===== src/hw/rtl/cfc_pkg.sv =====
// cfc_pkg: shared types, register indexes and the crc-16 byte fold
// used by the frame checker modules; no dependencies
`default_nettype none

package cfc_pkg;

   localparam int unsigned CSR_IDX_W = 2;

   localparam logic [CSR_IDX_W-1:0] CSR_DEVICE_ADDRESS  = 2'd0;
   localparam logic [CSR_IDX_W-1:0] CSR_COMMAND_CODE    = 2'd1;
   localparam logic [CSR_IDX_W-1:0] CSR_RESPONSE_LENGTH = 2'd2;

   localparam logic [7:0]  RST_DEVICE_ADDRESS  = 8'd128;
   localparam logic [7:0]  RST_COMMAND_CODE    = 8'd0;
   localparam logic [7:0]  RST_RESPONSE_LENGTH = 8'd2;

   localparam logic [15:0] CRC_POLY = 16'h1021;
   localparam logic [15:0] CRC_TOP  = 16'h8000;

   typedef struct packed {
      logic [7:0] device_address;
      logic [7:0] command_code;
      logic [7:0] response_length;
   } cfg_type;

   typedef struct packed {
      logic [7:0] data_byte;
      logic [7:0] byte_index;
      logic       is_check;
      logic       crc_ok;
      logic       last;
   } result_type;

   function automatic logic [15:0] crc_fold(input logic [15:0] crc, input logic [7:0] b);
      logic [15:0] c;
      c = crc ^ {b, 8'h00};
      for (int k = 0; k < 8; k++) begin
         if ((c & CRC_TOP) != 16'h0000) begin
            c = {c[14:0], 1'b0} ^ CRC_POLY;
         end else begin
            c = {c[14:0], 1'b0};
         end
      end
      return c;
   endfunction

endpackage

`default_nettype wire


===== src/hw/rtl/crc16_response_frame_checker_unit.sv =====
// crc16_response_frame_checker_unit: top level, input register, frame engine
// and result register; depends on cfc_pkg, cfc_csr_regs, cfc_frame_engine
//
//   channel   direction  handshake            payload
//   req       in         req_valid/req_ready  req_byte_value, req_start_req
//   rsp       out        rsp_valid/rsp_ready  data_byte, byte_index, is_check, crc_ok, last
//   csr       in         csr_write_en         csr_index, csr_wdata
//
// one transaction per cycle sustained unless stalled; rsp_valid is the result register flag
// the crc update, seed and frame compare run in the single engine step between the
// input register and the result register
// a crc high byte gives no result and passes through without waiting on rsp_ready
// rsp_ready low stalls the input register only when a result is waiting and the
// held byte makes another one
// synchronous reset clears valid flags, frame state and the registers to defaults
`default_nettype none

module crc16_response_frame_checker_unit (
   input  wire logic                           clock,
   input  wire logic                           reset,
   input  wire logic                           req_valid,
   output logic                                req_ready,
   input  wire logic [7:0]                     req_byte_value,
   input  wire logic                           req_start_req,
   output logic                                rsp_valid,
   input  wire logic                           rsp_ready,
   output logic [7:0]                          rsp_data_byte,
   output logic [7:0]                          rsp_byte_index,
   output logic                                rsp_is_check,
   output logic                                rsp_crc_ok,
   output logic                                rsp_last,
   input  wire logic                           csr_write_en,
   input  wire logic [cfc_pkg::CSR_IDX_W-1:0]  csr_index,
   input  wire logic [7:0]                     csr_wdata
);
   import cfc_pkg::*;

   cfg_type    cfg;
   logic       in_valid_ff;
   logic [7:0] in_byte_ff;
   logic       in_start_ff;
   logic       out_valid_ff;
   result_type out_ff;
   logic       has_result;
   result_type result;
   logic       advance;

   cfc_csr_regs u_csr (
      .clock        (clock),
      .reset        (reset),
      .csr_write_en (csr_write_en),
      .csr_index    (csr_index),
      .csr_wdata    (csr_wdata),
      .cfg          (cfg)
   );

   cfc_frame_engine u_engine (
      .clock      (clock),
      .reset      (reset),
      .cfg        (cfg),
      .step_en    (advance),
      .byte_value (in_byte_ff),
      .start_req  (in_start_ff),
      .has_result (has_result),
      .result     (result)
   );

   assign advance   = in_valid_ff && (!out_valid_ff || rsp_ready || !has_result);
   assign req_ready = !in_valid_ff || advance;

   always_ff @(posedge clock) begin
      if (reset) begin
         in_valid_ff <= 1'b0;
      end else if (req_ready) begin
         in_valid_ff <= req_valid;
      end
   end

   always_ff @(posedge clock) begin
      if (req_valid && req_ready) begin
         in_byte_ff  <= req_byte_value;
         in_start_ff <= req_start_req;
      end
   end

   always_ff @(posedge clock) begin
      if (reset) begin
         out_valid_ff <= 1'b0;
      end else if (advance && has_result) begin
         out_valid_ff <= 1'b1;
      end else if (rsp_ready) begin
         out_valid_ff <= 1'b0;
      end
   end

   always_ff @(posedge clock) begin
      if (advance && has_result) begin
         out_ff <= result;
      end
   end

   assign rsp_valid      = out_valid_ff;
   assign rsp_data_byte  = out_ff.data_byte;
   assign rsp_byte_index = out_ff.byte_index;
   assign rsp_is_check   = out_ff.is_check;
   assign rsp_crc_ok     = out_ff.crc_ok;
   assign rsp_last       = out_ff.last;

   // a waiting result is never overwritten
   a_no_overwrite: assert property (@(posedge clock) disable iff (reset)
      (out_valid_ff && !rsp_ready) |-> !(advance && has_result))
      else $error("result register overwritten while stalled");

   // a held input byte blocks the next transaction
   a_hold_blocks: assert property (@(posedge clock) disable iff (reset)
      (in_valid_ff && !advance) |-> !req_ready)
      else $error("input accepted while held byte not consumed");

   // check result carries zero data and index and ends the frame
   a_check_fields: assert property (@(posedge clock) disable iff (reset)
      (rsp_valid && rsp_is_check) |->
         (rsp_last && rsp_data_byte == 8'd0 && rsp_byte_index == 8'd0))
      else $error("malformed check result");

   // a data result never carries a verdict
   a_data_fields: assert property (@(posedge clock) disable iff (reset)
      (rsp_valid && !rsp_is_check) |-> (!rsp_last && !rsp_crc_ok))
      else $error("malformed data result");

endmodule

`default_nettype wire


===== src/hw/rtl/cfc_csr_regs.sv =====
// cfc_csr_regs: address, command and length registers behind the write port
// depends on cfc_pkg
`default_nettype none

module cfc_csr_regs (
   input  wire logic                           clock,
   input  wire logic                           reset,
   input  wire logic                           csr_write_en,
   input  wire logic [cfc_pkg::CSR_IDX_W-1:0]  csr_index,
   input  wire logic [7:0]                     csr_wdata,
   output cfc_pkg::cfg_type                    cfg
);
   import cfc_pkg::*;

   cfg_type cfg_ff;
   cfg_type cfg_in;

   always_comb begin
      cfg_in = cfg_ff;
      if (csr_write_en) begin
         unique case (csr_index)
            CSR_DEVICE_ADDRESS:  cfg_in.device_address  = csr_wdata;
            CSR_COMMAND_CODE:    cfg_in.command_code    = csr_wdata;
            CSR_RESPONSE_LENGTH: cfg_in.response_length = csr_wdata;
            default:             cfg_in = cfg_ff;
         endcase
      end
   end

   always_ff @(posedge clock) begin
      if (reset) begin
         cfg_ff.device_address  <= RST_DEVICE_ADDRESS;
         cfg_ff.command_code    <= RST_COMMAND_CODE;
         cfg_ff.response_length <= RST_RESPONSE_LENGTH;
      end else begin
         cfg_ff <= cfg_in;
      end
   end

   assign cfg = cfg_ff;

endmodule

`default_nettype wire


===== src/hw/rtl/cfc_frame_engine.sv =====
// cfc_frame_engine: frame state and per-byte crc step, one byte per enable
// depends on cfc_pkg
`default_nettype none

module cfc_frame_engine (
   input  wire logic           clock,
   input  wire logic           reset,
   input  wire cfc_pkg::cfg_type cfg,
   input  wire logic           step_en,
   input  wire logic [7:0]     byte_value,
   input  wire logic           start_req,
   output logic                has_result,
   output cfc_pkg::result_type result
);
   import cfc_pkg::*;

   logic [15:0] crc_ff, crc_in;
   logic [8:0]  pos_ff, pos_in;
   logic [7:0]  crc_high_ff, crc_high_in;
   logic        active_ff, active_in;

   logic        new_frame;
   logic [15:0] crc_base;
   logic [8:0]  pos_base;
   logic [7:0]  high_base;
   logic [8:0]  len_ext;

   always_comb begin
      new_frame = start_req || !active_ff;
      crc_base  = new_frame ? crc_fold(crc_fold(16'h0000, cfg.device_address),
                                       cfg.command_code) : crc_ff;
      pos_base  = new_frame ? 9'd0 : pos_ff;
      high_base = new_frame ? 8'd0 : crc_high_ff;
      len_ext   = {1'b0, cfg.response_length};

      crc_in      = crc_base;
      pos_in      = pos_base;
      crc_high_in = high_base;
      active_in   = 1'b1;
      has_result  = 1'b0;
      result      = '0;

      if (pos_base < len_ext) begin
         crc_in            = crc_fold(crc_base, byte_value);
         pos_in            = pos_base + 9'd1;
         has_result        = 1'b1;
         result.data_byte  = byte_value;
         result.byte_index = pos_base[7:0];
      end else if (pos_base == len_ext) begin
         crc_high_in = byte_value;
         pos_in      = pos_base + 9'd1;
      end else begin
         has_result      = 1'b1;
         result.is_check = 1'b1;
         result.last     = 1'b1;
         result.crc_ok   = ({high_base, byte_value} == crc_base);
         active_in       = 1'b0;
         pos_in          = 9'd0;
      end
   end

   always_ff @(posedge clock) begin
      if (reset) begin
         crc_ff      <= '0;
         pos_ff      <= '0;
         crc_high_ff <= '0;
         active_ff   <= 1'b0;
      end else if (step_en) begin
         crc_ff      <= crc_in;
         pos_ff      <= pos_in;
         crc_high_ff <= crc_high_in;
         active_ff   <= active_in;
      end
   end

endmodule

`default_nettype wire

===== config.mk =====
export PLATFORM = sky130hd
export DESIGN_NAME = crc16_response_frame_checker_unit
export DESIGN_NICKNAME = d
export VERILOG_FILES = /design/src/hw/rtl/cfc_pkg.sv /design/src/hw/rtl/crc16_response_frame_checker_unit.sv /design/src/hw/rtl/cfc_csr_regs.sv /design/src/hw/rtl/cfc_frame_engine.sv
export SDC_FILE = /design/constraint.sdc
export NUM_CORES = 1
export LEC_CHECK = 0
export ABC_AREA = 1
export BUFFER_PORTS_ARGS = -buffer_cell sky130_fd_sc_hd__buf_2
export CORE_UTILIZATION = 55
export DETAILED_ROUTE_END_ITERATION = 10
export PLACE_DENSITY = 0.75
export SLEW_MARGIN = 10
export SYNTH_ARGS = -nofsm -noshare
export SYNTH_HDL_FRONTEND = slang
export SYNTH_SLANG_ARGS = --single-unit

===== constraint.sdc =====
create_clock -name clock -period 3.8 [get_ports clock]
set_clock_uncertainty 0.15 [all_clocks]
set_input_delay 0.19 -clock clock [delete_from_list [all_inputs] [get_ports clock]]
set_output_delay 0.19 -clock clock [all_outputs]
set_load 0.05 [all_outputs]

==> run_results.csv <==
group,metric,value,unit
floorplan,fp-row-count,34,
cts,clockBufferDepth,2,
floorplan,initial_core_util,0.577,
critical_path,startpoint,"in_start_ff",
timing,setup_viol,0,
timing,fin_tns_setup,0,ns
cts,clock_latency,0.37,ns
power,p_per_area,423,mW/mm2
global_route,grt_remaining_overflow,0,
power,p_int,1.57,mW
critical_path,critPathCaptureType,"output port",
power,power_frac_comb,0.282,
cells_and_area,final_nets,810,
yosys,ys_seq_area_frac,0.394,
cts,ctsHtreeMaxLevel,3,
timing,post-route-min-period,3.40,ns
global_route,grt_pass1_vias,4762,
power,leakagePower,2.67,nW
power,vdd_drop_max,0.000252,V
yosys,syn-mean-instance-area,7.04,um2
timing,worstMarginPinSlew,1.13,ns
yosys,synthFlopType,"dfxtp_1",
critical_path,path_class,"reg2out",
cells_and_area,fillers,793,
yosys,synth_fp_nets,756,
yosys,yosys_warnings,0,
cts,cts_hold_buf,20,
routing,m1WireLength,5960,um
floorplan,die_area,0.00967,mm2
timing,finalCritPeriodShare,0.895,
cells_and_area,antenna_cells,0,
yosys,synth_edf_count,27,
worst_hold_path,hp-class,"in2reg",
routing,drc,0,
yosys,synth_async_sr_flop_share,0,
floorplan,coreArea,0.00885,mm2
outcome,status,"finished clean",
cells_and_area,layout.area.seq,0.00201,mm2
critical_path,cp.required,3.46,ns
critical_path,arrival,3.06,ns
critical_path,critPathLaunchType,"flip-flop",
power,p_switching,0.875,mW
routing,dr.pass1.iters,5,
routing,antenna_left,0,
timing,drv_slew,0,
timing,slew_headroom,0.249,
place,gp_congestion,0.967,
cts,ctsResizeCount,0,
routing,via_per_inst,5.63,
floorplan,die_height,98.3,um
yosys,synth.distinct_cells,45,
cts,cts_setup_buffers,0,
cts,cts.sinks,87,
cts,cts-root-buf,"clkbuf_8",
routing,drt-initial-drc-count,325,
place,port_buffers,44,
global_route,track_usage,0.316,
routing,vias,5024,
routing,wirelength,14600,um
global_route,grt_max_degree,42,
cts,clk_pin_slew,0.10,ns
yosys,synth-seq-cells,87,
routing,topRoutingLayerUsed,"met4",
power,sw_frac_of_total,0.358,
yosys,syn-instance-count,725,
timing,rsz0062_at_grt,"false",
power,p_seq_frac,0.430,
cells_and_area,multi_input_area,0.00260,mm2
power,power.share.clock,0.288,
timing,hold_violations,0,
power,total_power,2.45,mW
worst_hold_path,min_from,"csr_wdata[4]",
critical_path,rr_startpoint,"in_start_ff",
timing,max_freq,0.294,GHz
routing,wl_met2,7090,um
floorplan,die_x,98.3,um
routing,avgRoutedWirePerCell,16.3,um
cts,tritoncts,"built",
cts,cts_made_buffers,9,
routing,wl_met3,919,um
flow_run,cap_violations,0,
global_route,antenna_found_initial,0,
cells_and_area,layout-drive-gt1-share,0.157,
global_route,grt_pass1_wl,23500,um
floorplan,ios,45,
critical_path,cp_max_fo,25,
place,hpwl,10700,um
cells_and_area,final_util,0.653,
cells_and_area,syn2layout_area_growth,13.3,%
yosys,syn_area,0.00510,mm2
cells in the mapped netlist (2+ instances only):
master / n / area share
ha_1: 7 / 0.017
dfxtp_1: 60 / 0.24
buf_6: 2 / 0.0044
buf_4: 3 / 0.0044
nor2_4: 2 / 0.0044
o211ai_1: 4 / 0.0059
nand3_1: 54 / 0.053
a31oi_1: 2 / 0.0025
o22ai_1: 9 / 0.011
o21ai_1: 5 / 0.0049
buf_2: 8 / 0.0078
nand3b_1: 3 / 0.0044
inv_1: 81 / 0.060
nor2_2: 2 / 0.0025
buf_1: 2 / 0.0015
nor2_1: 52 / 0.038
nor3_1: 7 / 0.0069
nand2_2: 19 / 0.023
clkbuf_1: 12 / 0.0088
inv_2: 12 / 0.0088
edfxtp_1: 27 / 0.16
a21oi_1: 70 / 0.069
xor2_1: 11 / 0.019
nand2_1: 185 / 0.14
a211oi_2: 3 / 0.0074
nand3_2: 4 / 0.0078
o21ai_0: 55 / 0.054
or2_2: 5 / 0.0061
nand2_4: 3 / 0.0066
critical path: stages (launching register included):
cell	delay [ns]
edfxtp_1	0.38
inv_1	0.10
nand2_4	0.11
inv_4	0.24
nand2_1	0.15
inv_1	0.11
ha_1	0.24
a21o_1	0.16
a211oi_1	0.24
nand2_2	0.23
nand4_4	0.13
buf_4	0.22
nand3_1	0.13
buf_2	0.24
per-layer routing:
metal	global-route usage	vias to the layer above
li1	-	2479
met1	0.385	2328
met2	0.531	176
met3	0.0651	41
met4	0.161	0
met5	0	-
power groups by stage:
stage          clock network (mW)  registers [mW]  logic, mW
2_1_floorplan                   0            1.09      0.461
3_3_place_gp                    0            1.07      0.651
3_5_place_dp                    0            1.07      0.662
4_1_cts                     0.719            1.05      0.679
5_1_grt                     0.758            1.06      0.772
6_report                    0.705            1.05      0.690
flip-flops by register name (all words and copies together) (netlist names), 8 cells and up:
| name | count |
|---|---|
| rsp_data_byte | 8 |
| u_engine.crc_ff | 16 |
| u_engine.pos_ff | 9 |
| in_byte_ff | 8 |
| u_engine.crc_high_ff | 8 |
| u_csr.cfg | 24 |
| rsp_byte_index | 8 |
cell families after synthesis:
family          share of synthesized area
xor+xnor                           0.0206
flops                               0.394
compound gates                      0.166
fa+ha+maj                          0.0172
buf+inv                            0.0966
simple gates                        0.305
cell usage in the layout, fill, tap and decap left out, drive strengths merged, types with 7 or more instances in the layout:
| master | instances |
|---|---|
| buf | 50 |
| nor3 | 8 |
| inv | 96 |
| nand2 | 207 |
| ha | 7 |
| o22ai | 9 |
| nor2 | 56 |
| xor2 | 11 |
| a21oi | 71 |
| dlygate4sd3 | 20 |
| o21ai | 60 |
| edfxtp | 27 |
| nand3 | 59 |
| dfxtp | 60 |
| clkbuf | 11 |
per-stage QoR:
step                hold WS, ns  instance area (um2)  cells  setup slack, ns
finish                   0.0111                 5780    892            0.398
global route             0.0206                 5780    892            0.214
CTS                      0.0116                 5780    892            0.378
detailed placement        0.218                 5370    856            0.592
global placement          0.218                 5370    856            0.713
floorplan                 0.139                 5100    725            0.518
worst paths after layout:
path              slack (ns)            endpoint  depth (start not counted)
setup / recovery        0.40           req_ready                         13
hold / removal          0.01       u_csr.cfg[20]                          3
setup reg to reg        0.57        rsp_is_check                         13
hold reg to reg         0.33  u_engine.pos_ff[6]                          2
layout make-up:
type	instances	area share
multi-input combinational	517	0.449
sequential	87	0.348
inverter	94	0.0615
clock inverter	5	0.0108
tap	108	0.0234
clock buffer	11	0.0262
timing repair buffer	70	0.0805
Note: power is estimated with default switching activity, not from simulation.
